### config.mk
export PLATFORM = sky130hd
export DESIGN_NAME = bzs_divider
export DESIGN_NICKNAME = d
export VERILOG_FILES = /design/src/rtl/bzs_pkg.sv /design/src/rtl/bzs_divider.sv
export SDC_FILE = /design/constraint.sdc
export NUM_CORES = 1
export LEC_CHECK = 0
export ABC_AREA = 1
export BUFFER_PORTS_ARGS = -buffer_cell sky130_fd_sc_hd__buf_2
export CORE_MARGIN = 2
export CORE_UTILIZATION = 35
export DETAILED_ROUTE_END_ITERATION = 8
export GPL_ROUTABILITY_DRIVEN = 0
export GPL_TIMING_DRIVEN = 0
export HOLD_SLACK_MARGIN = 0.02
export PLACE_DENSITY = 0.69
export SLEW_MARGIN = 0
export SYNTH_ARGS = -nofsm -noshare
export SYNTH_HDL_FRONTEND = slang
export SYNTH_SLANG_ARGS = --single-unit
### constraint.sdc
create_clock -name clk -period 2.79 [get_ports clk]
set_clock_uncertainty 0.15 [all_clocks]
set_input_delay 0.4185 -clock clk [delete_from_list [all_inputs] [get_ports clk]]
set_output_delay 0.4185 -clock clk [all_outputs]
set_load 0.02 [all_outputs]
### src/rtl/bzs_pkg.sv
// Shared types, constants and helper functions of the Bayer zone shading statistics block.
`default_nettype none
package bzs_pkg;

  localparam int GRID           = 5;
  localparam int NZONES         = GRID * GRID;
  localparam int CENTER         = (GRID / 2) * GRID + GRID / 2;
  localparam int PIX_W          = 10;
  localparam int DIM_W          = 13;
  localparam int ZDIM_W         = 11;
  localparam int HALF_W         = 10;
  localparam int CNT_W          = 20;
  localparam int SUM_W          = 32;
  localparam int NUM_W          = 41;
  localparam int MEM_DEPTH      = NZONES * 4;
  localparam int MEM_AW         = 7;
  localparam int ZONE_W         = 5;
  localparam int LUMA_FRAC_BITS = 4;
  localparam int LUMA_SHIFT     = 24 - LUMA_FRAC_BITS;
  localparam int LUMA_W         = 16;
  localparam int V_W            = 19;
  localparam int PROD_W         = 36;
  localparam int ACC_W          = 38;
  localparam int RATIO_Q        = 12;
  localparam int DIV5_MUL       = 52429;
  localparam int DIV5_SHIFT     = 18;
  localparam int V_MAX          = 1023 * 256;
  localparam int ADDR_W         = 4;
  localparam int DATA_W         = 32;

  localparam logic [2:0] ORDER_BGGR = 3'd1;
  localparam logic [2:0] ORDER_RGGB = 3'd2;
  localparam logic [2:0] ORDER_GBRG = 3'd3;
  localparam logic [2:0] ORDER_GRBG = 3'd4;

  typedef enum logic [1:0] {
    REG_FRAME_WIDTH  = 2'd0,
    REG_FRAME_HEIGHT = 2'd1,
    REG_BAYER_ORDER  = 2'd2,
    REG_BLACK_LEVEL  = 2'd3
  } reg_idx_t;

  typedef struct packed {
    logic [DIM_W-1:0]  frame_width;
    logic [DIM_W-1:0]  frame_height;
    logic [2:0]        bayer_order;
    logic [PIX_W-1:0]  black_level;
    logic [ZDIM_W-1:0] zone_w;
    logic [ZDIM_W-1:0] zone_h;
  } cfg_t;

  function automatic logic [1:0] src_channel(input logic [2:0] order, input logic [1:0] k);
    logic [1:0] j;
    j = k;
    case (order)
      ORDER_BGGR: j = k ^ 2'd3;
      ORDER_RGGB: j = k;
      ORDER_GBRG: j = k ^ 2'd2;
      ORDER_GRBG: j = k ^ 2'd1;
      default:    j = k;
    endcase
    return j;
  endfunction

  function automatic logic [15:0] luma_weight(input logic [1:0] k);
    logic [15:0] w;
    case (k)
      2'd0:    w = 16'd19595;
      2'd1:    w = 16'd19235;
      2'd2:    w = 16'd19235;
      default: w = 16'd7471;
    endcase
    return w;
  endfunction

endpackage
`default_nettype wire

### src/rtl/bzs_divider.sv
// Shared restoring divider that produces one quotient bit per cycle.
`default_nettype none
module bzs_divider (
  input  logic                       clk,
  input  logic                       rst_n,
  input  logic                       start,
  input  logic [bzs_pkg::NUM_W-1:0]  num,
  input  logic [bzs_pkg::CNT_W-1:0]  den,
  output logic [bzs_pkg::NUM_W-1:0]  quot,
  output logic                       done
);
  import bzs_pkg::*;

  localparam int STEP_W = $clog2(NUM_W);

  logic [NUM_W-1:0]  quo_r;
  logic [CNT_W-1:0]  rem_r;
  logic [CNT_W-1:0]  den_r;
  logic [STEP_W-1:0] step_r;
  logic              busy_r;
  logic              done_r;
  logic [CNT_W:0]    trial;
  logic              ge;
  logic [CNT_W-1:0]  rem_nxt;

  assign trial   = {rem_r, quo_r[NUM_W-1]};
  assign ge      = trial >= {1'b0, den_r};
  assign rem_nxt = ge ? CNT_W'(trial - {1'b0, den_r}) : trial[CNT_W-1:0];

  always_ff @(posedge clk) begin
    if (!rst_n) begin
      busy_r <= 1'b0;
      done_r <= 1'b0;
      step_r <= '0;
    end else begin
      done_r <= 1'b0;
      if (start) begin
        quo_r  <= num;
        rem_r  <= '0;
        den_r  <= den;
        busy_r <= 1'b1;
        step_r <= '0;
      end else if (busy_r) begin
        rem_r  <= rem_nxt;
        quo_r  <= {quo_r[NUM_W-2:0], ge};
        step_r <= step_r + STEP_W'(1);
        if (step_r == STEP_W'(NUM_W - 1)) begin
          busy_r <= 1'b0;
          done_r <= 1'b1;
        end
      end
    end
  end

  assign quot = quo_r;
  assign done = done_r;

endmodule
`default_nettype wire

Word level (Yosys, flattened, before mapping)
Index checks and enable logic that the tools add are counted.
- $lt $le $gt $ge: 1
- add/sub/neg operators: 2
- bitwise operators: 2
- multiplexer cells: 8
- equality and inequality tests: 1
- reductions and logical operators: 5
- operator list (cell ; count):
    2-to-1 mux 41 bit ; 2
    2-to-1 mux 20 bit ; 2
    greater-or-equal comparator 21 x 20 -> 1 bit ; 1
    subtractor 20 bit ; 1
    adder 6 x 1 -> 6 bit (second input constant) ; 1
    equality test 6 bit (second input constant) ; 1
    2-to-1 mux 1 bit ; 4
    AND reduction 2 bit ; 2
    OR reduction 3 bit ; 1
    NOT 1 bit ; 2
    nonzero test 2 bit ; 1
    OR reduction 2 bit ; 1
- register bits: 89
- output and inout bits: 42

Depth between registers and ports, before layout
- depth after elaboration: 4
- depth in mapped cells: 14
- depth with buffers taken out: 14

Least setup slack after synthesis
OpenSTA, ideal clock, no wires.
- path type: input port to flip-flop
- start point: in start
- end point: reg quo_r[0], in the netlist quot[0] (enable)
- path buffers: 1
- setup time: 421 ps
- stages on the path: 3
- path slack: 107 ps
- arrival time: 2112 ps
- path through: clkbuf_1 nand2_1 nand2_1
- word-level cells in the longest chain between the ends: 2
- RTL lines (item ; RTL line ; source):
    start, declared ; bzs_divider.sv:6 ; input logic start,
    nonzero test 2 bit (no source line) ; -- ;
    AND reduction 2 bit (no source line) ; -- ;
    end signal, assigned ; bzs_divider.sv:38 ; quo_r <= num;
    end signal, assigned ; bzs_divider.sv:45 ; quo_r <= {quo_r[NUM_W-2:0], ge};
    end, declared ; bzs_divider.sv:16 ; logic [NUM_W-1:0] quo_r;
Every way passes these cells.
A chain may end at the register's enable or synchronous reset.

Worst setup path after layout
- start point: reg rem_r[3]
- end point: reg rem_r[6], data pin
- word-level cells in the longest chain between the ends: 3
- elaborated cells between the ends (all ways): 4
- classes of those cells: 1 x add/sub; 1 x order compare; 2 x mux
- RTL lines (item ; RTL line ; source):
    start, declared ; bzs_divider.sv:17 ; logic [CNT_W-1:0] rem_r;
    start signal, assigned ; bzs_divider.sv:44 ; rem_r <= rem_nxt;
    subtractor 20 bit / greater-or-equal comparator 21 x 20 -> 1 bit (equally long branches) ; bzs_divider.sv:28, bzs_divider.sv:27 ;
    2-to-1 mux 20 bit * ; bzs_divider.sv:28 ; assign rem_nxt = ge ? CNT_W'(trial - {1'b0, den_r}) : trial[CNT_W-1:0];
    2-to-1 mux 20 bit * ; bzs_divider.sv:43 ; end else if (busy_r) begin
Every way passes the cells marked *; elsewhere a longest branch is shown, timed or not. The select of a mux whose other input is x is not followed.

==> flow_summary_export.csv <==
group,metric,value,unit
outcome,status,"complete, no violations",
floorplan,die_area,15510,um2
sta,final_max_slew_viol_count,0,
synthesis,synth_top_area_share,47.82,%
placed_design,hpwlAfterDp,9.089,mm
grt,grt_pass1_vias,4230,
synthesis,syn-mean-instance-area,8.217,um2
synthesis,netlist_area,5086,um2
synthesis,synthXorXnorAreaFrac,1.550,%
layout,drive_above_1_share,21.52,%
clocking,clkSinkCount,89,
drt,wl_per_cell,13.06,um
grt,gr-total-overflow,0,
critical_path,crit_path_start_kind,"register",
critical_path,worst_setup_path_end_kind,"register",
synthesis,synthTopCellsByCount,"238 x nand2_1, 82 x inv_1, 81 x edfxtp_1",
drt,drc_errors,0,
drt,drtPass1Iterations,4,
layout,fillerInstances,1459,
synthesis,synth_top_family_by_area,"simple AND/OR/NAND/NOR gates",
drt,vias_per_cell,4.574,
clocking,cts_hold_buf,0,
clocking,clock_path_buffers,2,
clocking,cts_inserted_buffers,9,
floorplan,die-height,124.5,um
synthesis,synthSimpleGateAreaFrac,28.63,%
floorplan,die_width,124.5,um
synthesis,synthArstFlopShare,0,%
power,leakage,3.016,nW
synthesis,synthAdderAreaFrac,5.806,%
critical_path,critPathArrivalTime,2.43,ns
synthesis,synthTopCellsByArea,"edfxtp_1 48%, nand2_1 18%, inv_1 6.1%, ha_1 5.4%, nor2_1 4.2%",
layout,num_antenna_cells,0,
floorplan,core-area,14370,um2
clocking,cts.htree.levels,3,
synthesis,syn_nets,706,
synthesis,synth_compound_area_share,4.772,%
synthesis,ys_ff_latch,89,
clocking,cts_root_buffer,"clkbuf_16",
sta,rsz0062_at_grt,"no",
clocking,cts_resized,0,
floorplan,initial_core_util,35.40,%
drt,num_vias,4222,
hold_path,hold_class,"in -> reg",
grt,grt_max_degree,63,
sta,worst_slack,0.3122,ns
synthesis,yosys_warnings,0,
critical_path,path_max_fanout,10,
layout,area_growth,20.34,%
clocking,worstSkewPairLatency,0.35,ns
clocking,path_clk_slew,0.07,ns
critical_path,required,2.74,ns
synthesis,ys_types,34,
floorplan,rows,44,
sta,post-route-min-period,2.478,ns
grt,grt_pass1_wl,20.24,mm
sta,holdWs,0.09011,ns
synthesis,synthCells,619,
sta,finalSetupTns,0,ns
sta,tightest_slew,0.9105,ns
synthesis,yosysMostFrequentCell,"nand2_1",
synthesis,ys.flop_type,"edfxtp_1",
sta,setup_viol,0,
clocking,post_cts_buffers,0,
clocking,cts_tree,"done",
run,maxCapViolCount,0,
placed_design,portBuffers,104,
sta,min_period_over_period,88.81,%
sta,fmax,0.4036,GHz
floorplan,ios,106,
synthesis,synthMuxAreaShare,0,%
drt,wl,12.05,mm
synthesis,yosysTopAreaCell,"edfxtp_1",
power,p_total,3.922,mW
sta,hold_violations,0,
drt,ant_nets,0,
power,power_density,640.8,nW/um2
placed_design,place_ws,0.2889,ns
grt,gr-usage-all-layers,16.30,%
sta,maxSlewHeadroom,39.24,%
synthesis,synth-edff-count,81,
synthesis,ys_seq_area_share,50.97,%
grt,antenna_found_initial,0,
drt,first_iter_violations,218,
critical_path,critPathKind,"reg -> reg",
power,ir_drop,0.2810,mV
layout,nNetsFinal,821,
-- report_power, final --
group          total [mW]  internal, mW  switching (mW)
Combinational        1.09         0.392           0.698
Clock                1.15         0.610           0.536
Sequential           1.69          1.62          0.0650
Total                3.92          2.62            1.30
-- cell families (layout without fill, tap and decap cells) --
kind of cell,Yosys count,after routing
compound gates,45,45
xor+xnor,9,9
fa+ha+maj,23,23
buf+inv,101,221
flops,89,89
simple gates,352,352
-- path summary, 6_finish.rpt --
check | end | start | depth (start not counted) | slack (ns)
max | rem_r[6] | rem_r[3] | 12 | 0.31
min | den_r[5] | den[5] | 1 | 0.09
max reg2reg | rem_r[6] | rem_r[3] | 12 | 0.31
min reg2reg | step_r[5] | step_r[5] | 1 | 0.30
-- flip-flops by register name, summed over array words and instances, names as in the netlist --
register / cells
step_r: 6
rem_r: 20
busy_r: 1
den_r: 20
quot: 41
done: 1
-- cells in the final DEF (no fill, tap or decap), types with 3 or more instances in the layout --
master and count:
ha_1 22, inv_6 3, inv_2 3, dfxtp_1 8, a21oi_1 17, nand2_1 237
nor3_1 3, o21ai_0 18, nand2_4 3, clkbuf_16 9, xnor2_1 3, nand3_1 20
nand2_2 10, nor2_1 57, inv_1 82, nor2_2 15, xor2_1 6, edfxtp_1 81
buf_2 104, o21ai_1 4, clkbuf_1 9, nand3b_1 3
-- area by class of cell --
cell class | count | area, um2 | area share, %
Buffer | 14 | 91.34 | 1.492
Clock inverter | 7 | 51.30 | 0.8381
Multi-Input combinational cell | 429 | 2081 | 33.99
Sequential cell | 89 | 2592 | 42.35
Clock buffer | 9 | 225.2 | 3.679
Tap cell | 184 | 230.2 | 3.761
Inverter | 87 | 329.1 | 5.376
Timing Repair Buffer | 104 | 520.5 | 8.504
-- worst max-delay path, stage by stage, from the launching register on --
cell and delay (ns):
edfxtp_1 0.39, ha_1 0.36, nand2_1 0.12, inv_1 0.09
nand2_2 0.09, nand3_2 0.11, nand2_1 0.13, nand2_2 0.09
nand2_4 0.09, nand2_4 0.10, buf_8 0.16, o21ai_0 0.27
nor2_1 0.08
-- metal layers --
metal | GRT usage, % | vias up | share of wire, %
met5 | 0 | - | 0
met4 | 6.081 | 0 | 1.9
met3 | 4.983 | 18 | 7.6
met2 | 26.39 | 140 | 45
met1 | 20.54 | 1875 | 45
li1 | - | 2189 | -
-- per-stage QoR --
stage	cells	utilization (%)	instance area [um2]
final	923	42.60	6121
after global routing	923	42.60	6121
after CTS	923	42.60	6121
after detailed placement	907	40.67	5844
after global placement	907	40.62	5837
after floorplan	619	-	5086
Note: power is estimated with default switching activity, not from simulation.
