### src/rtl/bzs_pkg.sv
// Shared types, constants and helper functions of the Bayer zone shading statistics block.
`default_nettype none
package bzs_pkg;

  localparam int GRID           = 5;
  localparam int NZONES         = GRID * GRID;
  localparam int CENTER         = (GRID / 2) * GRID + GRID / 2;
  localparam int PIX_W          = 10;
  localparam int DIM_W          = 13;
  localparam int ZDIM_W         = 11;
  localparam int HALF_W         = 10;
  localparam int CNT_W          = 20;
  localparam int SUM_W          = 32;
  localparam int NUM_W          = 41;
  localparam int MEM_DEPTH      = NZONES * 4;
  localparam int MEM_AW         = 7;
  localparam int ZONE_W         = 5;
  localparam int LUMA_FRAC_BITS = 4;
  localparam int LUMA_SHIFT     = 24 - LUMA_FRAC_BITS;
  localparam int LUMA_W         = 16;
  localparam int V_W            = 19;
  localparam int PROD_W         = 36;
  localparam int ACC_W          = 38;
  localparam int RATIO_Q        = 12;
  localparam int DIV5_MUL       = 52429;
  localparam int DIV5_SHIFT     = 18;
  localparam int V_MAX          = 1023 * 256;
  localparam int ADDR_W         = 4;
  localparam int DATA_W         = 32;

  localparam logic [2:0] ORDER_BGGR = 3'd1;
  localparam logic [2:0] ORDER_RGGB = 3'd2;
  localparam logic [2:0] ORDER_GBRG = 3'd3;
  localparam logic [2:0] ORDER_GRBG = 3'd4;

  typedef enum logic [1:0] {
    REG_FRAME_WIDTH  = 2'd0,
    REG_FRAME_HEIGHT = 2'd1,
    REG_BAYER_ORDER  = 2'd2,
    REG_BLACK_LEVEL  = 2'd3
  } reg_idx_t;

  typedef struct packed {
    logic [DIM_W-1:0]  frame_width;
    logic [DIM_W-1:0]  frame_height;
    logic [2:0]        bayer_order;
    logic [PIX_W-1:0]  black_level;
    logic [ZDIM_W-1:0] zone_w;
    logic [ZDIM_W-1:0] zone_h;
  } cfg_t;

  function automatic logic [1:0] src_channel(input logic [2:0] order, input logic [1:0] k);
    logic [1:0] j;
    j = k;
    case (order)
      ORDER_BGGR: j = k ^ 2'd3;
      ORDER_RGGB: j = k;
      ORDER_GBRG: j = k ^ 2'd2;
      ORDER_GRBG: j = k ^ 2'd1;
      default:    j = k;
    endcase
    return j;
  endfunction

  function automatic logic [15:0] luma_weight(input logic [1:0] k);
    logic [15:0] w;
    case (k)
      2'd0:    w = 16'd19595;
      2'd1:    w = 16'd19235;
      2'd2:    w = 16'd19235;
      default: w = 16'd7471;
    endcase
    return w;
  endfunction

endpackage
`default_nettype wire

### src/rtl/bzs_cfg_regs.sv
// Configuration register file with its bus port and the derived zone dimensions.
`default_nettype none
module bzs_cfg_regs (
  input  logic                        clk,
  input  logic                        rst_n,
  input  logic                        psel,
  input  logic                        penable,
  input  logic                        pwrite,
  input  logic [bzs_pkg::ADDR_W-1:0]  paddr,
  input  logic [bzs_pkg::DATA_W-1:0]  pwdata,
  output logic [bzs_pkg::DATA_W-1:0]  prdata,
  output logic                        pready,
  output bzs_pkg::cfg_t               cfg
);
  import bzs_pkg::*;

  logic [DIM_W-1:0]  frame_width_r;
  logic [DIM_W-1:0]  frame_height_r;
  logic [2:0]        bayer_order_r;
  logic [PIX_W-1:0]  black_level_r;
  logic [ZDIM_W-1:0] zone_w_r;
  logic [ZDIM_W-1:0] zone_h_r;
  logic [28:0]       w_mul;
  logic [28:0]       h_mul;
  reg_idx_t          idx;
  logic              wr;

  assign idx    = reg_idx_t'(paddr[3:2]);
  assign wr     = psel & penable & pwrite;
  assign pready = 1'b1;
  assign w_mul  = 29'(frame_width_r) * 29'(DIV5_MUL);
  assign h_mul  = 29'(frame_height_r) * 29'(DIV5_MUL);

  always_ff @(posedge clk) begin
    if (!rst_n) begin
      frame_width_r  <= DIM_W'(4000);
      frame_height_r <= DIM_W'(3000);
      bayer_order_r  <= ORDER_RGGB;
      black_level_r  <= PIX_W'(64);
      zone_w_r       <= ZDIM_W'(800);
      zone_h_r       <= ZDIM_W'(600);
    end else begin
      zone_w_r <= w_mul[DIV5_SHIFT+ZDIM_W-1:DIV5_SHIFT];
      zone_h_r <= h_mul[DIV5_SHIFT+ZDIM_W-1:DIV5_SHIFT];
      if (wr) begin
        unique case (idx)
          REG_FRAME_WIDTH:  frame_width_r  <= pwdata[DIM_W-1:0];
          REG_FRAME_HEIGHT: frame_height_r <= pwdata[DIM_W-1:0];
          REG_BAYER_ORDER:  bayer_order_r  <= pwdata[2:0];
          REG_BLACK_LEVEL:  black_level_r  <= pwdata[PIX_W-1:0];
          default:          ;
        endcase
      end
    end
  end

  always_comb begin
    unique case (idx)
      REG_FRAME_WIDTH:  prdata = DATA_W'(frame_width_r);
      REG_FRAME_HEIGHT: prdata = DATA_W'(frame_height_r);
      REG_BAYER_ORDER:  prdata = DATA_W'(bayer_order_r);
      REG_BLACK_LEVEL:  prdata = DATA_W'(black_level_r);
      default:          prdata = '0;
    endcase
  end

  assign cfg.frame_width  = frame_width_r;
  assign cfg.frame_height = frame_height_r;
  assign cfg.bayer_order  = bayer_order_r;
  assign cfg.black_level  = black_level_r;
  assign cfg.zone_w       = zone_w_r;
  assign cfg.zone_h       = zone_h_r;

endmodule
`default_nettype wire

### config.mk
export PLATFORM = sky130hd
export DESIGN_NAME = bzs_cfg_regs
export DESIGN_NICKNAME = d
export VERILOG_FILES = /design/src/rtl/bzs_pkg.sv /design/src/rtl/bzs_cfg_regs.sv
export SDC_FILE = /design/constraint.sdc
export NUM_CORES = 1
export LEC_CHECK = 0
export ABC_CLOCK_PERIOD_IN_PS = 4950
export BUFFER_PORTS_ARGS = -buffer_cell sky130_fd_sc_hd__buf_2
export CORE_ASPECT_RATIO = 0.75
export CORE_MARGIN = 2
export CORE_UTILIZATION = 53
export DETAILED_ROUTE_END_ITERATION = 6
export PLACE_DENSITY = 0.88
export SLEW_MARGIN = 20
export SYNTH_ARGS = -nofsm -noshare
export SYNTH_HDL_FRONTEND = slang
export SYNTH_SLANG_ARGS = --single-unit
### constraint.sdc
create_clock -name clk -period 4.95 [get_ports clk]
set_input_delay 0.99 -clock clk [delete_from_list [all_inputs] [get_ports clk]]
set_output_delay 0.99 -clock clk [all_outputs]
set_load 0.01 [all_outputs]
# == Word level (Yosys, flattened, before mapping) ==
# Cells that the tools add are included.
# word_totals
regBits,61
# classes
bitwise_logic,2
n_mul,2
reduce_logical,5
n_mux,1
eq_ne,3
# op_table
operator,count
$pmux 32 s4,1
$mul 13x16->29 const B,2
$reduce_and 2->1,4
$eq 2x2->1 const B,2
$and 1x1->1,2
$eq 2x1->1 const B,1
$logic_not 2->1,1

# == Longest topological paths before layout ==
# logic_depth
word_depth,3
ltp_mapped,20
depth_no_buf,19

# == Worst setup path before layout ==
# No wires, ideal clock.
# synth_path
path_type,reg-to-reg
startpoint,register frame_height_r[5]
endpoint,register zone_h_r[9]
arrival_time_ps,4784
path_buffers,0
setup_ps,114
synth_period_minus_slack_ps,4898
t_required_ps,4836
slack_ps,52
path_stages_with_launch,20
path_cell_list,dfxtp_1 > inv_1 > ha_1 > inv_1 > fa_1 > inv_1 > fa_1 > inv_1 > fa_1 > inv_1 > fa_1 > inv_1 > ha_1 > and4_1 > nand2_1 > a21boi_0 > nor4_2 > a21oi_1 > or3_1 > a21o_1
# synth_between
elab_chain_cells,1
# synth_lines
item,line_no,text
start: declaration,bzs_cfg_regs.sv:18,logic [DIM_W-1:0] frame_height_r;
start signal: assignment,bzs_cfg_regs.sv:48,REG_FRAME_HEIGHT: frame_height_r <= pwdata[DIM_W-1:0];
$mul 13x16->29,bzs_cfg_regs.sv:32,assign h_mul = 29'(frame_height_r) * 29'(DIV5_MUL);
end signal: assignment,bzs_cfg_regs.sv:44,zone_h_r <= h_mul[DIV5_SHIFT+ZDIM_W-1:DIV5_SHIFT];
end: declaration,bzs_cfg_regs.sv:22,logic [ZDIM_W-1:0] zone_h_r;
# Every way passes these cells.
# A chain may end at the register's enable or synchronous reset.

# == Worst setup path in the final report ==
# layout_path
startpoint,register frame_height_r[5]
endpoint,register zone_h_r[7]
# Same word-level chain as after synthesis.

==> out/results.ini <==
[outcome]
status = finished clean

[sta]
report.final.slew_viol_count = 0
tightest_slew_ns = 0.993
hold_violations = 0
finalSetupViolCount = 0
hold_ws_ns = 0.475
max_freq_mhz = 208
finalSetupTns_ns = 0
finalCriticalPeriod_ns = 4.80
min_period_over_period = 0.969
finClkSkew_ns = 0.00658
slew_headroom = 0.334
rsz0062_at_grt = yes

[setup_path]
path_max_fanout = 3
start_kind = flip-flop
crit_path_end_kind = flip-flop
arrival_ns = 5.01
criticalPathCategory = reg2reg
worst_ep_required_time_ns = 5.16

[detailed_routing]
drtIter0Drc = 446
wl_um = 22200
drc = 0
viasPerCell = 5.37
first_pass_iters = 7
post_drt_wl_per_cell_um = 17.4
antenna_left = 0
num_vias = 6854

[global_routing]
grtUsageTotal = 0.272
grt_max_degree = 35
grt_pass1_wl_um = 35500
grt_pass1_vias = 7077
grt_antenna_before_repair = 1
overflow = 0

[floorplan]
die_h_um = 113
die_w_um = 149
fp-row-count = 39
die-area_um2 = 16700
coreArea_um2 = 15300
ios = 135
start_util = 0.544

[clock_tree]
cts_hold_buf = 0
cts_root_buf = clkbuf_16
cts_buffer_depth = 2
cts_buffers = 9
tritoncts = built
cts.sinks = 61
clk_latency_ns = 0.34
htree_num_levels = 3
cts.reportedPaths.clkPinSlew_ns = 0.06

[final_layout]
fin_nets = 1366
drive_above_1_share = 0.201
fin_cells = 1276
postLayoutCellArea_um2 = 9810
area_growth_pct = 17.8

[power]
power.density_nw_per_um2 = 299
irDropWorstVdd_uv = 254
leakage_uw = 0.00521

[synth]
ys_warn_count = 0
synthDistinctLibCells = 53
synth_seq_cells = 61
async_flop_share = 0
synth_edf_count = 0
syn-mean-instance-area_um2 = 8.88
syn_inst = 938
synth_ff_type = dfxtp_1
synth-seq-area-share = 0.147
synth_area_um2 = 8330

[placement]
dp_cells = 1253
gp_congestion = 0.943
place_hpwl_um = 17800
io_buffer_count = 93
dpl_cell_area_um2 = 9180

[worst_hold_path]
hp-class = reg2reg

[job]
maxCapViolations = 0

-- report_power, final --
group / switching [uW] / internal (uW) / leakage (uW)
Combinational: 955 / 754 / 0.00456
Clock: 253 / 391 / 0.000146
Sequential: 20.6 / 559 / 0.000497
Total: 1230 / 1700 / 0.00521
-- cell families after synthesis --
family | count (synthesis) | share of synthesized area
mux | 18 | 0.0269
flops | 61 | 0.147
buf+inv | 257 | 0.127
compound gates | 133 | 0.101
xor+xnor | 17 | 0.0179
simple gates | 190 | 0.103
other cells | 2 | 0.000902
fa+ha+maj | 260 | 0.477
-- final cells by class --
cell class              count  area [um2]
diodes                      1        2.50
clock buffers               9         225
clock inverters             7        73.8
fillers                  1221        5510
inverters                 216         811
multi-input cells         638        6390
flip-flops and latches     61        1230
well taps                 205         256
repair buffers            139         818
-- worst paths after layout --
| path | slack [ns] | cells past startpoint | endpoint | start |
|---|---|---|---|---|
| worst min register to register | 0.48 | 2 | bayer_order_r[2] | bayer_order_r[2] |
| worst max register to register | 0.15 | 21 | zone_h_r[7] | frame_height_r[5] |
| worst max-delay path | 0.15 | 21 | zone_h_r[7] | frame_height_r[5] |
| worst min-delay path | 0.48 | 2 | bayer_order_r[2] | bayer_order_r[2] |
-- routing by layer --
layer  wire length [um]  part of all wire  GRT usage  vias to the layer above
met3               1800             0.081     0.0533                       31
met1               9900              0.45      0.390                     3293
li1                   -                 -          -                     3244
met5                  0                 0          0                        -
met4                373             0.017     0.0711                        0
met2              10100              0.46      0.422                      286
-- Yosys cell counts, drive strengths merged (3+ instances only) --
master / count / share of area
a211oi: 3 / 0.0027
a21boi: 3 / 0.0027
a21o: 14 / 0.013
a21oi: 53 / 0.032
a311oi: 3 / 0.0032
a31oi: 3 / 0.0023
and2: 4 / 0.0030
and3: 6 / 0.0045
buf: 26 / 0.023
clkbuf: 15 / 0.0068
dfxtp: 61 / 0.15
fa: 96 / 0.23
ha: 164 / 0.25
inv: 215 / 0.097
mux2i: 13 / 0.016
mux4: 3 / 0.0081
nand2: 103 / 0.046
nand2b: 6 / 0.0045
nand3: 22 / 0.013
nand4: 7 / 0.0053
nor2: 24 / 0.011
nor3: 4 / 0.0024
o211ai: 11 / 0.0099
o21a: 3 / 0.0027
o21ai: 21 / 0.013
o21bai: 6 / 0.0054
or2: 5 / 0.0038
xnor2: 12 / 0.013
xor2: 5 / 0.0053
-- worst max-delay path, cell delays in order, from the launching register on --
cell and delay, ns:
dfxtp_2 0.34, inv_2 0.06, ha_4 0.25, inv_2 0.03
fa_1 0.50, inv_2 0.07, fa_1 0.57, inv_2 0.05
fa_1 0.52, inv_2 0.04, fa_1 0.51, inv_2 0.05
ha_4 0.26, and4_4 0.23, nand3_4 0.08, a211oi_2 0.22
buf_4 0.16, nor4_4 0.05, buf_4 0.16, nor4_4 0.31
o21a_1 0.17, nor3_1 0.04
-- flip-flops by register name (all words and copies together) (netlist names) --
register and flops:
zone_w_r 11, bayer_order_r 3, frame_width_r 13, frame_height_r 13
black_level_r 10, zone_h_r 11
-- what timing repair did --
action                                  4_1_cts  5_1_grt
pin swaps                                     1       21
gates resized for setup                      11       49
buffers inserted                              1        5
gates cloned                                  0        0
endpoints found under the setup margin       10       17
-- per-stage QoR --
step | utilization | power [uW] | worst slack, ns
2_1_floorplan | - | 1630 | 0.0520
3_3_place_gp | 0.599 | 2020 | 0.0229
3_5_place_dp | 0.599 | 2070 | -0.0664
4_1_cts | 0.622 | 2770 | -0.00928
5_1_grt | 0.640 | 3170 | -0.0162
6_report | 0.640 | 2930 | 0.153
-- placed cells by master, fill, tap and decap left out, types with 3 or more instances in the layout --
master and n:
nand3_1 21, dfxtp_2 4, dfxtp_1 57, xnor2_1 12, buf_4 44, and2_1 4, nor2_1 24, a311oi_2 3
inv_2 9, o21bai_1 6, conb_1 20, nand2_1 103, o21a_1 3, nand4_1 7, ha_1 154, nand2b_1 6
buf_2 93, a21oi_1 52, xor2_1 5, o21ai_0 17, ha_4 9, o21ai_2 3, mux2i_1 13, or2_2 5
fa_2 3, fa_1 93, clkbuf_16 9, and3_1 6, mux4_2 3, o211ai_1 11, a21o_1 14, a211oi_2 3
inv_1 206
Power figures use the tool's default switching activity.
